--- src/hdl/crv_pkg.sv ---
package crv_pkg;

    localparam int HEADER_BYTES = 36;
    localparam int HDR_CRC_SPAN = 32;
    localparam int HIDX_W       = $clog2(HEADER_BYTES);

    localparam logic [31:0] CRC_POLY = 32'hedb8_8320;
    localparam logic [31:0] CRC_ONES = 32'hffff_ffff;

    localparam logic [7:0] REG_MAGIC          = 8'd0;
    localparam logic [7:0] REG_FMT_MAJOR      = 8'd1;
    localparam logic [7:0] REG_FMT_MINOR_MAX  = 8'd2;
    localparam logic [7:0] REG_MAX_LEN        = 8'd3;
    localparam logic [7:0] REG_ANY_TYPE       = 8'd4;
    localparam logic [7:0] REG_EXP_TYPE       = 8'd5;
    localparam logic [7:0] REG_LAYOUT_MAJOR   = 8'd6;
    localparam logic [7:0] REG_LAYOUT_MIN_MAX = 8'd7;

    typedef enum logic [1:0] {
        KIND_HDR_CRC,
        KIND_HDR_CRC_END,
        KIND_HDR_TAIL,
        KIND_PAYLOAD
    } kind_t;

    typedef enum logic [3:0] {
        ST_OK        = 4'd0,
        ST_TRUNCATED = 4'd1,
        ST_MAGIC     = 4'd2,
        ST_FORMAT    = 4'd3,
        ST_MALFORMED = 4'd4,
        ST_HDR_CRC   = 4'd5,
        ST_BOUNDS    = 4'd6,
        ST_TRAILING  = 4'd7,
        ST_PAY_CRC   = 4'd8,
        ST_TYPE      = 4'd9,
        ST_SCHEMA    = 4'd10
    } status_t;

    typedef struct packed {
        logic [7:0]        data;
        logic              last;
        kind_t             kind;
        logic [HIDX_W-1:0] hidx;
        logic [31:0]       count;
    } item_t;

    typedef struct packed {
        logic [31:0] magic;
        logic [7:0]  fmt_major;
        logic [7:0]  fmt_minor_max;
        logic [31:0] max_len;
        logic [15:0] any_type;
        logic [15:0] exp_type;
        logic [15:0] layout_major;
        logic [15:0] layout_minor_max;
    } cfg_t;

    typedef struct packed {
        logic [31:0] body_len;
        logic [63:0] generation;
        logic [15:0] layout_minor;
        logic [15:0] layout_major;
        logic [15:0] rec_kind;
        status_t     status;
    } res_t;

    function automatic logic [31:0] crc_byte(input logic [31:0] crc, input logic [7:0] b);
        logic [31:0] c;
        c = crc ^ {24'd0, b};
        for (int k = 0; k < 8; k++)
        begin
            c = (c >> 1) ^ (CRC_POLY & {32{c[0]}});
        end
        return c;
    endfunction

endpackage

--- src/hdl/crv_front.sv ---
module crv_front
(
    input  logic              clk,
    input  logic              rst_n,
    input  logic              in_valid,
    output logic              in_ready,
    input  logic [7:0]        in_data,
    input  logic              in_last,
    output logic              push_valid,
    input  logic              push_ready,
    output crv_pkg::item_t    push_item
);

    logic [31:0] count_reg;
    logic [31:0] count_next;
    logic [31:0] count_after;
    logic        accept;

    assign in_ready    = push_ready;
    assign push_valid  = in_valid;
    assign accept      = in_valid && push_ready;
    assign count_after = (count_reg == 32'hffff_ffff) ? count_reg : count_reg + 32'd1;

    always_comb
    begin
        push_item.data  = in_data;
        push_item.last  = in_last;
        push_item.hidx  = count_reg[crv_pkg::HIDX_W-1:0];
        push_item.count = count_after;
        if (count_reg < 32'(crv_pkg::HDR_CRC_SPAN - 1))
            push_item.kind = crv_pkg::KIND_HDR_CRC;
        else if (count_reg == 32'(crv_pkg::HDR_CRC_SPAN - 1))
            push_item.kind = crv_pkg::KIND_HDR_CRC_END;
        else if (count_reg < 32'(crv_pkg::HEADER_BYTES))
            push_item.kind = crv_pkg::KIND_HDR_TAIL;
        else
            push_item.kind = crv_pkg::KIND_PAYLOAD;
    end

    always_comb
    begin
        count_next = count_reg;
        if (accept)
            count_next = in_last ? 32'd0 : count_after;
    end

    always_ff @(posedge clk or negedge rst_n)
    begin
        if (!rst_n)
            count_reg <= 32'd0;
        else
            count_reg <= count_next;
    end

    // a closing beat restarts the record count
    a_restart : assert property (@(posedge clk) disable iff (!rst_n)
        (accept && in_last) |=> (count_reg == 32'd0))
        else $error("byte count not cleared after closing beat");

endmodule

--- src/hdl/crv_queue.sv ---
module crv_queue
#(
    parameter int DEPTH = 2
)
(
    input  logic              clk,
    input  logic              rst_n,
    input  logic              push_valid,
    output logic              push_ready,
    input  crv_pkg::item_t    push_item,
    output logic              pop_valid,
    input  logic              pop,
    output crv_pkg::item_t    pop_item
);

    localparam int PW = $clog2(DEPTH);
    localparam int CW = $clog2(DEPTH + 1);

    crv_pkg::item_t mem_reg [DEPTH];
    logic [PW-1:0]  wr_ptr_reg;
    logic [PW-1:0]  wr_ptr_next;
    logic [PW-1:0]  rd_ptr_reg;
    logic [PW-1:0]  rd_ptr_next;
    logic [CW-1:0]  fill_reg;
    logic [CW-1:0]  fill_next;
    logic           do_push;
    logic           do_pop;

    assign push_ready = (fill_reg != CW'(DEPTH));
    assign pop_valid  = (fill_reg != '0);
    assign pop_item   = mem_reg[rd_ptr_reg];
    assign do_push    = push_valid && push_ready;
    assign do_pop     = pop && pop_valid;

    always_comb
    begin
        wr_ptr_next = wr_ptr_reg;
        rd_ptr_next = rd_ptr_reg;
        fill_next   = fill_reg;
        if (do_push)
            wr_ptr_next = (wr_ptr_reg == PW'(DEPTH - 1)) ? '0 : wr_ptr_reg + PW'(1);
        if (do_pop)
            rd_ptr_next = (rd_ptr_reg == PW'(DEPTH - 1)) ? '0 : rd_ptr_reg + PW'(1);
        if (do_push && !do_pop)
            fill_next = fill_reg + CW'(1);
        else if (do_pop && !do_push)
            fill_next = fill_reg - CW'(1);
    end

    always_ff @(posedge clk)
    begin
        if (do_push)
            mem_reg[wr_ptr_reg] <= push_item;
    end

    always_ff @(posedge clk or negedge rst_n)
    begin
        if (!rst_n)
        begin
            wr_ptr_reg <= '0;
            rd_ptr_reg <= '0;
            fill_reg   <= '0;
        end
        else
        begin
            wr_ptr_reg <= wr_ptr_next;
            rd_ptr_reg <= rd_ptr_next;
            fill_reg   <= fill_next;
        end
    end

    a_fill : assert property (@(posedge clk) disable iff (!rst_n)
        fill_reg <= CW'(DEPTH))
        else $error("queue fill beyond depth");

endmodule

--- src/hdl/crv_back.sv ---
module crv_back
(
    input  logic              clk,
    input  logic              rst_n,
    input  logic              q_valid,
    input  crv_pkg::item_t    q_item,
    output logic              q_pop,
    input  crv_pkg::cfg_t     cfg,
    output logic              out_valid,
    input  logic              out_ready,
    output crv_pkg::res_t     out_res
);

    logic [7:0]  hdr_reg [crv_pkg::HEADER_BYTES];

    logic [31:0] crc_reg;
    logic [31:0] hcrc_reg;
    logic [31:0] crc_step;
    logic [31:0] crc_new;
    logic [31:0] hcrc_new;

    logic        pend_valid_reg;
    logic [31:0] pend_count_reg;
    logic [31:0] pend_crc_reg;
    logic [31:0] pend_hcrc_reg;

    logic          out_valid_reg;
    crv_pkg::res_t out_res_reg;
    crv_pkg::res_t res_next;

    logic        eval_move;
    logic        back_go;

    logic [31:0] f_magic;
    logic [15:0] f_hsize;
    logic [15:0] f_rtype;
    logic [15:0] f_smaj;
    logic [15:0] f_smin;
    logic [15:0] f_resv;
    logic [31:0] f_plen;
    logic [63:0] f_gen;
    logic [31:0] f_pcrc;
    logic [31:0] f_hcrc;
    logic [31:0] avail;
    crv_pkg::status_t status;

    assign eval_move = pend_valid_reg && (!out_valid_reg || out_ready);
    assign back_go   = q_valid && (!pend_valid_reg || eval_move);
    assign q_pop     = back_go;
    assign out_valid = out_valid_reg;
    assign out_res   = out_res_reg;

    // byte-wide CRC step, unrolled
    assign crc_step = crv_pkg::crc_byte(crc_reg, q_item.data);

    always_comb
    begin
        crc_new  = crc_reg;
        hcrc_new = hcrc_reg;
        case (q_item.kind)
            crv_pkg::KIND_HDR_CRC:
                crc_new = crc_step;
            crv_pkg::KIND_HDR_CRC_END:
            begin
                hcrc_new = crc_step ^ crv_pkg::CRC_ONES;
                crc_new  = crv_pkg::CRC_ONES;
            end
            crv_pkg::KIND_PAYLOAD:
                crc_new = crc_step;
            default:
                crc_new = crc_reg;
        endcase
    end

    always_ff @(posedge clk)
    begin
        if (back_go && q_item.kind != crv_pkg::KIND_PAYLOAD)
            hdr_reg[q_item.hidx] <= q_item.data;
        if (back_go && q_item.last)
        begin
            pend_count_reg <= q_item.count;
            pend_crc_reg   <= crc_new;
            pend_hcrc_reg  <= hcrc_new;
        end
        if (eval_move)
            out_res_reg <= res_next;
    end

    always_ff @(posedge clk or negedge rst_n)
    begin
        if (!rst_n)
        begin
            crc_reg        <= crv_pkg::CRC_ONES;
            hcrc_reg       <= 32'd0;
            pend_valid_reg <= 1'b0;
            out_valid_reg  <= 1'b0;
        end
        else
        begin
            if (back_go)
            begin
                if (q_item.last)
                begin
                    crc_reg  <= crv_pkg::CRC_ONES;
                    hcrc_reg <= 32'd0;
                end
                else
                begin
                    crc_reg  <= crc_new;
                    hcrc_reg <= hcrc_new;
                end
            end
            if (back_go && q_item.last)
                pend_valid_reg <= 1'b1;
            else if (eval_move)
                pend_valid_reg <= 1'b0;
            if (eval_move)
                out_valid_reg <= 1'b1;
            else if (out_ready)
                out_valid_reg <= 1'b0;
        end
    end

    // header fields, little endian
    assign f_magic = {hdr_reg[3], hdr_reg[2], hdr_reg[1], hdr_reg[0]};
    assign f_hsize = {hdr_reg[7], hdr_reg[6]};
    assign f_rtype = {hdr_reg[9], hdr_reg[8]};
    assign f_smaj  = {hdr_reg[11], hdr_reg[10]};
    assign f_smin  = {hdr_reg[13], hdr_reg[12]};
    assign f_resv  = {hdr_reg[15], hdr_reg[14]};
    assign f_plen  = {hdr_reg[19], hdr_reg[18], hdr_reg[17], hdr_reg[16]};
    assign f_gen   = {hdr_reg[27], hdr_reg[26], hdr_reg[25], hdr_reg[24],
                      hdr_reg[23], hdr_reg[22], hdr_reg[21], hdr_reg[20]};
    assign f_pcrc  = {hdr_reg[31], hdr_reg[30], hdr_reg[29], hdr_reg[28]};
    assign f_hcrc  = {hdr_reg[35], hdr_reg[34], hdr_reg[33], hdr_reg[32]};
    assign avail   = pend_count_reg - 32'(crv_pkg::HEADER_BYTES);

    always_comb
    begin
        if (pend_count_reg < 32'(crv_pkg::HEADER_BYTES))
            status = crv_pkg::ST_TRUNCATED;
        else if (f_magic != cfg.magic)
            status = crv_pkg::ST_MAGIC;
        else if (hdr_reg[4] != cfg.fmt_major || hdr_reg[5] > cfg.fmt_minor_max)
            status = crv_pkg::ST_FORMAT;
        else if (f_hsize != 16'(crv_pkg::HEADER_BYTES))
            status = crv_pkg::ST_MALFORMED;
        else if (pend_hcrc_reg != f_hcrc)
            status = crv_pkg::ST_HDR_CRC;
        else if (f_resv != 16'd0)
            status = crv_pkg::ST_MALFORMED;
        else if (f_rtype == cfg.any_type || f_smaj == 16'd0)
            status = crv_pkg::ST_MALFORMED;
        else if (f_plen > cfg.max_len)
            status = crv_pkg::ST_BOUNDS;
        else if (pend_count_reg == 32'hffff_ffff)
            status = crv_pkg::ST_TRAILING;
        else if (f_plen > avail)
            status = crv_pkg::ST_TRUNCATED;
        else if (f_plen < avail)
            status = crv_pkg::ST_TRAILING;
        else if ((pend_crc_reg ^ crv_pkg::CRC_ONES) != f_pcrc)
            status = crv_pkg::ST_PAY_CRC;
        else if (cfg.exp_type != cfg.any_type && f_rtype != cfg.exp_type)
            status = crv_pkg::ST_TYPE;
        else if (cfg.layout_major != 16'd0 &&
                 (f_smaj != cfg.layout_major || f_smin > cfg.layout_minor_max))
            status = crv_pkg::ST_SCHEMA;
        else
            status = crv_pkg::ST_OK;
    end

    always_comb
    begin
        res_next = '0;
        res_next.status = status;
        if (status == crv_pkg::ST_OK)
        begin
            res_next.rec_kind     = f_rtype;
            res_next.layout_major = f_smaj;
            res_next.layout_minor = f_smin;
            res_next.generation   = f_gen;
            res_next.body_len     = f_plen;
        end
    end

    a_keep_pend : assert property (@(posedge clk) disable iff (!rst_n)
        (pend_valid_reg && out_valid_reg && !out_ready) |=> pend_valid_reg)
        else $error("pending result lost under back-pressure");

    a_zero_fail : assert property (@(posedge clk) disable iff (!rst_n)
        (out_valid_reg && out_res_reg.status != crv_pkg::ST_OK) |->
        (out_res_reg.rec_kind == 16'd0 && out_res_reg.generation == 64'd0 &&
         out_res_reg.body_len == 32'd0))
        else $error("failed record carries decoded fields");

endmodule

--- src/hdl/crc32_record_validator_top.sv ---
// Channel | Dir | Beat content
// s_*     | in  | tdata[7:0] record byte, tlast closes the record
// m_*     | out | one result per record: status, kind, layout version, generation, length
// cfg_*   | in  | register index and 32-bit write data
//
// One byte per cycle while the output is not stalled; the CRC unit folds a whole byte each cycle.
// The closing beat passes the byte queue and the pending record registers, then the result reaches the output register.
// Reset clears the configuration to defaults and the CRC and byte count state.
// An output stall holds one result and one more pending; the byte queue
// then fills and s_tready drops. cfg_ready is always high.
module crc32_record_validator_top
#(
    parameter int QUEUE_DEPTH = 2
)
(
    input  logic          clk,
    input  logic          rst_n,
    input  logic          s_tvalid,
    output logic          s_tready,
    input  logic [7:0]    s_tdata,   // [7:0] data_byte
    input  logic          s_tlast,
    output logic          m_tvalid,
    input  logic          m_tready,
    output logic [151:0]  m_tdata,   // status, rec_kind, layout_major,
                                     // layout_minor, generation, body_len
    input  logic          cfg_valid,
    output logic          cfg_ready,
    input  logic [7:0]    cfg_index,
    input  logic [31:0]   cfg_data
);

    crv_pkg::cfg_t  cfg_reg;
    crv_pkg::item_t push_item;
    crv_pkg::item_t pop_item;
    crv_pkg::res_t  res;
    logic           push_valid;
    logic           push_ready;
    logic           pop_valid;
    logic           pop;

    assign cfg_ready = 1'b1;

    always_ff @(posedge clk or negedge rst_n)
    begin
        if (!rst_n)
        begin
            cfg_reg.magic            <= 32'd0;
            cfg_reg.fmt_major        <= 8'd1;
            cfg_reg.fmt_minor_max    <= 8'd0;
            cfg_reg.max_len          <= 32'd4096;
            cfg_reg.any_type         <= 16'd0;
            cfg_reg.exp_type         <= 16'd0;
            cfg_reg.layout_major     <= 16'd0;
            cfg_reg.layout_minor_max <= 16'hffff;
        end
        else if (cfg_valid)
        begin
            unique case (cfg_index)
                crv_pkg::REG_MAGIC:          cfg_reg.magic            <= cfg_data;
                crv_pkg::REG_FMT_MAJOR:      cfg_reg.fmt_major        <= cfg_data[7:0];
                crv_pkg::REG_FMT_MINOR_MAX:  cfg_reg.fmt_minor_max    <= cfg_data[7:0];
                crv_pkg::REG_MAX_LEN:        cfg_reg.max_len          <= cfg_data;
                crv_pkg::REG_ANY_TYPE:       cfg_reg.any_type         <= cfg_data[15:0];
                crv_pkg::REG_EXP_TYPE:       cfg_reg.exp_type         <= cfg_data[15:0];
                crv_pkg::REG_LAYOUT_MAJOR:   cfg_reg.layout_major     <= cfg_data[15:0];
                crv_pkg::REG_LAYOUT_MIN_MAX: cfg_reg.layout_minor_max <= cfg_data[15:0];
                default: ;
            endcase
        end
    end

    crv_front u_front
    (
        .clk        (clk),
        .rst_n      (rst_n),
        .in_valid   (s_tvalid),
        .in_ready   (s_tready),
        .in_data    (s_tdata),
        .in_last    (s_tlast),
        .push_valid (push_valid),
        .push_ready (push_ready),
        .push_item  (push_item)
    );

    crv_queue #(.DEPTH(QUEUE_DEPTH)) u_queue
    (
        .clk        (clk),
        .rst_n      (rst_n),
        .push_valid (push_valid),
        .push_ready (push_ready),
        .push_item  (push_item),
        .pop_valid  (pop_valid),
        .pop        (pop),
        .pop_item   (pop_item)
    );

    crv_back u_back
    (
        .clk       (clk),
        .rst_n     (rst_n),
        .q_valid   (pop_valid),
        .q_item    (pop_item),
        .q_pop     (pop),
        .cfg       (cfg_reg),
        .out_valid (m_tvalid),
        .out_ready (m_tready),
        .out_res   (res)
    );

    assign m_tdata = {4'd0, res.body_len, res.generation, res.layout_minor,
                      res.layout_major, res.rec_kind, 4'(res.status)};

endmodule

--- config.mk ---
export PLATFORM = sky130hd
export DESIGN_NAME = crc32_record_validator_top
export DESIGN_NICKNAME = d
export VERILOG_FILES = /design/src/hdl/crv_pkg.sv /design/src/hdl/crv_front.sv /design/src/hdl/crv_queue.sv /design/src/hdl/crv_back.sv /design/src/hdl/crc32_record_validator_top.sv
export SDC_FILE = /design/constraint.sdc
export NUM_CORES = 1
export LEC_CHECK = 0
export BUFFER_PORTS_ARGS = -buffer_cell sky130_fd_sc_hd__buf_4
export CORE_AREA = 2 2 276 333
export CTS_BUF_LIST = sky130_fd_sc_hd__clkbuf_4 sky130_fd_sc_hd__clkbuf_8 sky130_fd_sc_hd__clkbuf_16
export DETAILED_ROUTE_END_ITERATION = 6
export DIE_AREA = 0 0 278 335
export GPL_ROUTABILITY_DRIVEN = 1
export PLACE_DENSITY_LB_ADDON = 0.2
export SLEW_MARGIN = 20
export SYNTH_ARGS = -nofsm -noshare
export SYNTH_HDL_FRONTEND = slang
export SYNTH_HIERARCHICAL = 1
export SYNTH_SLANG_ARGS = --single-unit
--- constraint.sdc ---
create_clock -name clk -period 8.91 [get_ports clk]
set_input_delay 1.3365 -clock clk [delete_from_list [all_inputs] [get_ports clk]]
set_output_delay 1.3365 -clock clk [all_outputs]
set_load 0.005 [all_outputs]
# Word-level counts from Yosys, hierarchy flattened
# Memories as Yosys holds them, arrays and structs flattened. A register that Yosys moved wholly into a read port is not among the register bits.
# Cells that the tools add are included.
op_classes:
  n_reduce_logical: 46
  n_eq_ne: 23
  n_addsub: 6
  n_bitwise: 11
  order_cmp: 8
  mux: 35
ops:
  columns: ["op", "count"]
  rows:
  - ["31-bit by 32-bit bitwise XOR with 32-bit output", 8]
  - ["32-bit 2-to-1 mux", 5]
  - ["32-bit != test", 3]
  - ["32-bit == test, second input constant", 2]
  - ["32-bit greater-than comparator", 2]
  - ["32-bit by 6-bit < comparator with 1-bit output, second input constant", 2]
  - ["32-bit inverter", 2]
  - ["32-bit case mux with 2 select lines", 1]
  - ["4-bit 2-to-1 mux", 14]
  - ["16-bit != test", 3]
  - ["32-bit by 1-bit adder with 32-bit output, second input constant", 1]
  - ["32-bit by 5-bit == test with 1-bit output, second input constant", 1]
  - ["8-bit by 3-bit == test with 1-bit output, second input constant", 4]
  - ["32-bit < comparator", 1]
  - ["32-bit by 5-bit < comparator with 1-bit output, second input constant", 1]
  - ["16-bit nonzero test", 2]
  - ["32-bit by 6-bit subtractor with 32-bit output, second input constant", 1]
  - ["32-bit by 8-bit bitwise XOR with 32-bit output", 1]
  - ["16-bit == test", 1]
  - ["8-bit by 2-bit == test with 1-bit output, second input constant", 2]
  - ["16-bit greater-than comparator", 1]
  - ["16-bit logical NOT", 1]
  - ["16-bit by 6-bit != test with 1-bit output, second input constant", 1]
  - ["2-bit AND reduction", 8]
  - ["19 further kinds", 61]
word_totals:
  ramBits: 386
  wordCells: 155
  in_bits: 54
  regBits: 426
  output_inout_bits: 155
  n_memories: 2
memory_table:
  columns: ["name", "depth", "width", "rd", "rd_clocked_by_memory_dff", "wr", "line_no", "text"]
  rows:
  - ["u_back.hdr_reg", 36, 8, 36, 8, 1, "crv_back.sv:14", "logic [7:0] hdr_reg [crv_pkg::HEADER_BYTES];"]
  - ["u_queue.mem_reg", 2, 49, 1, 0, 1, "crv_queue.sv:19", "crv_pkg::item_t mem_reg [DEPTH];"]

# Depth between registers and ports, before layout
# An unclocked memory read counts as a cell.
depth:
  depth_word: 20
  mapped_depth: 20
  mapped_depth_nobuf: 17

# Hierarchy
# The synthesis kept the hierarchy.
by_module_without_submodules:
  columns: ["mod", "n_inst", "seq_area_each_um2", "area_each_um2", "cells_each"]
  rows:
  - ["crv_back", 1, 17666.9, 27123.5, 2016]
  - ["crc32_record_validator_top", 1, 3626.0, 5432.7, 320]
  - ["crv_queue", 1, 3042.9, 3983.8, 171]
  - ["crv_front", 1, 800.8, 2782.7, 353]

# Worst setup path after synthesis
# No wires, ideal clock.
synth_path:
  kind: "input port to flip-flop"
  startpoint: "in m_tready"
  endpoint: "reg u_back.out_res_reg, in the netlist u_back/out_res[0], enable pin"
  path_slack_ns: 0.311
  path_stages: 2
  n_path_buf: 0
  t_required_ns: 8.235
  setup_time_ns: 0.675
  arrival_ns: 7.924
  cell_sequence: "nor2b_1 -> nor2b_1"
synth_between:
  elab_chain_len: 2
synth_lines:
  columns: ["element", "line_no", "text"]
  rows:
  - ["from (decl)", "crc32_record_validator_top.sv:23", "input logic m_tready,"]
  - ["1-bit logical OR", "crv_back.sv:47", "assign eval_move = pend_valid_reg && (!out_valid_reg || out_ready);"]
  - ["1-bit logical AND", "crv_back.sv:47", null]
  - ["named net u_back.eval_move", "crv_back.sv:31", "logic eval_move;"]
  - ["to (signal assigned)", "crv_back.sv:86", "out_res_reg <= res_next;"]
  - ["to (decl)", "crv_back.sv:28", "crv_pkg::res_t out_res_reg;"]
# The timed path passes the listed nets, and every way through them passes these cells.
# A chain may end at the register's enable or synchronous reset.

# Worst setup path in the final report
layout_path:
  startpoint: "reg u_back.pend_count_reg[4]"
  endpoint: "reg u_back.out_res_reg, in the netlist u_back/out_res[14], data pin"
layout_between:
  elab_chain_len: 14
  elab_cells_between_ends: 17
  cone_classes: "add/sub (1); order compare (3); eq/ne (1); mux (11); reduce/logical (1)"
layout_lines:
  columns: ["element", "line_no", "text"]
  rows:
  - ["from (decl)", "crv_back.sv:23", "logic [31:0] pend_count_reg;"]
  - ["from (signal assigned)", "crv_back.sv:81", "pend_count_reg <= q_item.count;"]
  - ["32-bit by 6-bit subtractor with 32-bit output", "crv_back.sv:136", "assign avail = pend_count_reg - 32'(crv_pkg::HEADER_BYTES);"]
  - ["32-bit < comparator", "crv_back.sv:160", "else if (f_plen < avail)"]
  - ["4-bit 2-to-1 mux", "crv_back.sv:160", null]
  - ["4-bit 2-to-1 mux", "crv_back.sv:158", "else if (f_plen > avail)"]
  - ["4-bit 2-to-1 mux", "crv_back.sv:156", "else if (pend_count_reg == 32'hffff_ffff)"]
  - ["4-bit 2-to-1 mux", "crv_back.sv:154", "else if (f_plen > cfg.max_len)"]
  - ["4-bit 2-to-1 mux", "crv_back.sv:152", "else if (f_rtype == cfg.any_type || f_smaj == 16'd0)"]
  - ["4-bit 2-to-1 mux", "crv_back.sv:150", "else if (f_resv != 16'd0)"]
  - ["4-bit 2-to-1 mux", "crv_back.sv:148", "else if (pend_hcrc_reg != f_hcrc)"]
  - ["4-bit 2-to-1 mux", "crv_back.sv:146", "else if (f_hsize != 16'(crv_pkg::HEADER_BYTES))"]
  - ["4-bit 2-to-1 mux", "crv_back.sv:144", "else if (hdr_reg[4] != cfg.fmt_major || hdr_reg[5] > cfg.fmt_minor_max)"]
  - ["4-bit 2-to-1 mux", "crv_back.sv:142", "else if (f_magic != cfg.magic)"]
  - ["4-bit 2-to-1 mux (*)", "crv_back.sv:140", "if (pend_count_reg < 32'(crv_pkg::HEADER_BYTES))"]
  - ["4-bit logical NOT (*)", "crv_back.sv:177", "if (status == crv_pkg::ST_OK)"]
# Every way passes the cells marked *; elsewhere a longest branch is shown, timed or not.

==> results.sh <==
export IMPL_peakVddDrop_mv=0.269
export IMPL_fillers=7646
export IMPL_setup_viol=0
export IMPL_hpwl_mm=67.7
export IMPL_maxSlewViolCount=0
export IMPL_synthToLayoutAreaGrowth_pct=13.7
export IMPL_cpLargestDelayFamily="simple AND/OR/NAND/NOR gates"
export IMPL_dieArea_um2=93100
export IMPL_core_rowCount=121
export IMPL_drt_pass1_iter_count=5
export IMPL_wl_mm=101
export IMPL_cts_buffers=87
export IMPL_io_buffers=203
export IMPL_synth_top_family_by_area="simple AND/OR/NAND/NOR gates"
export IMPL_cts_hold_buf=0
export IMPL_drv_cap=0
export IMPL_seq_area_frac_synth=0.639
export IMPL_leakage_nw=16.9
export IMPL_grt_pass1_vias=23800
export IMPL_power_density_nw_per_um2=330
export IMPL_root_buffer="clkbuf_16"
export IMPL_yosys_area_share_adder=0.0302
export IMPL_dr_total_vias=23900
export IMPL_synth_mux_area_frac=0.0636
export IMPL_synthTopCellsByArea="edfxtp_1, dfrtp_1, mux2_2, xor2_1, dfstp_2"
export IMPL_cts_tree="done"
export IMPL_period_needed_ns=6.95
export IMPL_cp_start_kind="flop"
export IMPL_clockBufferDepth=3
export IMPL_fin_area_um2=44700
export IMPL_wire_per_inst_um=23.9
export IMPL_post_cts_buffers=0
export IMPL_largest_reg_flops=288
export IMPL_slowest_stage="buf_4"
export IMPL_via_per_inst=5.62
export IMPL_yosysWarnings=6
export IMPL_crit_chain="o31a_1, nor4_1, nand2_1, or2_2, nor3b_1, nand2_1, xor2_1, ha_1, nand4_1, or3_1, or4_4, nor2_1, nor2_1, o32ai_4, buf_4, buf_4, nor4_1"
export IMPL_ant_nets=0
export IMPL_nets=3156
export IMPL_slew_headroom=0.258
export IMPL_path_clk_slew_ns=0.06
export IMPL_grt_max_degree=149
export IMPL_place_area_um2=41800
export IMPL_drc_errors=0
export IMPL_diodes=0
export IMPL_synth_top_cell_by_area="edfxtp_1"
export IMPL_async_reset_ff_frac=0.281
export IMPL_ys_ff_latch=876
export IMPL_cts_resized=0
export IMPL_crit_buf_inv=2
export IMPL_postSynthAreaPerCell_um2=13.7
export IMPL_critPathMaxStageDelay_ns=0.87
export IMPL_grtUsageTotal=0.215
export IMPL_max_freq_mhz=144
export IMPL_clk_latency_ns=0.65
export IMPL_worstMarginPinSlew_ns=1.11
export IMPL_critPathKind="reg2reg"
export IMPL_tns_ns=0
export IMPL_io_pins=209
export IMPL_yosysUniqueCellTypes=86
export IMPL_grt_antenna_before_repair=1
export IMPL_syn_area_um2=39300
export IMPL_cp_data_required_time_ns=9.25
export IMPL_seqCellArea_um2=25100
export IMPL_grt_remaining_overflow=0
export IMPL_syn_inst=2860
export IMPL_rsz0062_at_grt="no"
export IMPL_start_util=0.437
export IMPL_cts_sinks=876
export IMPL_synth_xor_area_share=0.0670
export IMPL_htree_levels=3
export IMPL_synth_compound_area_frac=0.0507
export IMPL_worstPathArrival_ns=7.29
export IMPL_synth_edf_count=630
export IMPL_outcome="finished clean"
export IMPL_synthSimpleGateAreaFrac=0.118
export IMPL_chipWidth_um=278
export IMPL_crit_fanout=84
export IMPL_multi_input_area_um2=13100
export IMPL_coreArea_um2=90100
export IMPL_fin_crit_sh=0.780
export IMPL_grt_pass1_wl_mm=151
export IMPL_end_kind="flop"
export IMPL_gp_congestion=0.902
export IMPL_drt_iter0_markers=2046
export IMPL_fin_skew_ns=0.0316
export IMPL_hold_path_class="reg2reg"
export IMPL_synth_top_flop_cell="edfxtp_1"
export IMPL_yosysTopAreaCellShare=0.481
export IMPL_layout_drive_gt1_share=0.238
export IMPL_hold_viol=0
export IMPL_die_h_um=335
==> metrics by stage <==
step / hold slack, ns / std cells / power, mW / setup slack, ns / util
floorplan: 0.454 / 2863 / 9.28 / 0.311 / -
global placement: 0.476 / 4085 / 11.0 / 2.20 / 0.463
detailed placement: 0.488 / 4086 / 11.1 / 2.03 / 0.463
CTS: 0.506 / 4248 / 14.9 / 2.02 / 0.496
global route: 0.518 / 4248 / 15.5 / 1.52 / 0.496
finish: 0.504 / 4248 / 14.7 / 1.96 / 0.496
==> routing by layer <==
layer	share of wire	GRT usage	up-vias
met4	0.023	0.0601	0
met3	0.049	0.0285	142
met1	0.43	0.284	12100
met2	0.50	0.372	762
li1	-	-	10900
met5	0	0	-
==> final timing paths <==
kind                                                    start                                to  slack, ns  cells past startpoint
max in group asynchronous                               rst_n           cfg_reg[48]$_DFFE_PN0P_       6.84                      2
hold / removal                u_back/hcrc_reg[26]$_DFFE_PN0P_   u_back/hcrc_reg[26]$_DFFE_PN0P_       0.50                      1
min in group asynchronous                               rst_n    u_back/hcrc_reg[4]$_DFFE_PN0P_       0.75                      1
setup reg to reg           u_back/pend_count_reg[4]$_DFFE_PP_  u_back/out_res[14]$_SDFFCE_PP0P_       1.96                     17
setup / recovery           u_back/pend_count_reg[4]$_DFFE_PP_  u_back/out_res[14]$_SDFFCE_PP0P_       1.96                     17
hold reg to reg               u_back/hcrc_reg[26]$_DFFE_PN0P_   u_back/hcrc_reg[26]$_DFFE_PN0P_       0.50                      1
==> cell usage in the layout (no fill, tap or decap), types with 12 or more instances in the layout <==
| cell type | n |
|---|---|
| nor4_1 | 149 |
| clkbuf_4 | 30 |
| nor3_1 | 29 |
| nand4_1 | 67 |
| nand2_1 | 263 |
| xnor2_1 | 141 |
| edfxtp_1 | 630 |
| nand3_1 | 39 |
| or3_1 | 12 |
| nor2_1 | 125 |
| nor4_2 | 60 |
| dfstp_2 | 50 |
| buf_4 | 220 |
| mux2_2 | 154 |
| a22o_1 | 33 |
| mux2_4 | 49 |
| o22a_1 | 28 |
| dfrtp_1 | 195 |
| nor2b_1 | 13 |
| clkbuf_16 | 89 |
| inv_1 | 82 |
| o21ai_0 | 57 |
| ha_1 | 93 |
| xor2_1 | 160 |
| a21oi_1 | 101 |
==> cell usage after synthesis (all sizes together), types with 31 or more instances <==
cell type	number
edfxtp	630
nand2	263
nor4	212
mux2	203
dfrtp	196
xor2	160
xnor2	141
nor2	130
clkbuf	111
a21oi	101
ha	95
inv	82
nand4	69
buf	60
o21ai	59
dfstp	50
nand3	39
a22o	33
nor3	31
==> report_power, final <==
| part | internal (mW) | switching [mW] | leakage [nW] | total [mW] |
|---|---|---|---|---|
| combinational | 1.77 | 3.09 | 6.29 | 4.87 |
| clock | 2.17 | 1.54 | 1.47 | 3.71 |
| sequential | 5.68 | 0.484 | 9.09 | 6.17 |
==> cells by family (layout without fill, tap and decap cells) <==
kind of cell / Yosys count / in the layout
adder cells (fa/ha/maj): 95 / 95
XOR/XNOR: 301 / 301
AND/OR/NAND/NOR: 831 / 831
multiplexers: 206 / 206
other: 2 / 5
AO/OA/AOI/OAI: 296 / 296
buffers and inverters: 253 / 470
flip-flops: 876 / 876
==> cell type report <==
type | count | share of cell area
Clock buffer | 128 | 0.0576
Clock inverter | 34 | 0.00806
Inverter | 82 | 0.00689
Multi-Input combinational cell | 1734 | 0.293
Sequential cell | 876 | 0.562
Tap cell | 1168 | 0.0327
Timing Repair Buffer | 226 | 0.0395
Power figures use the tool's default switching activity.
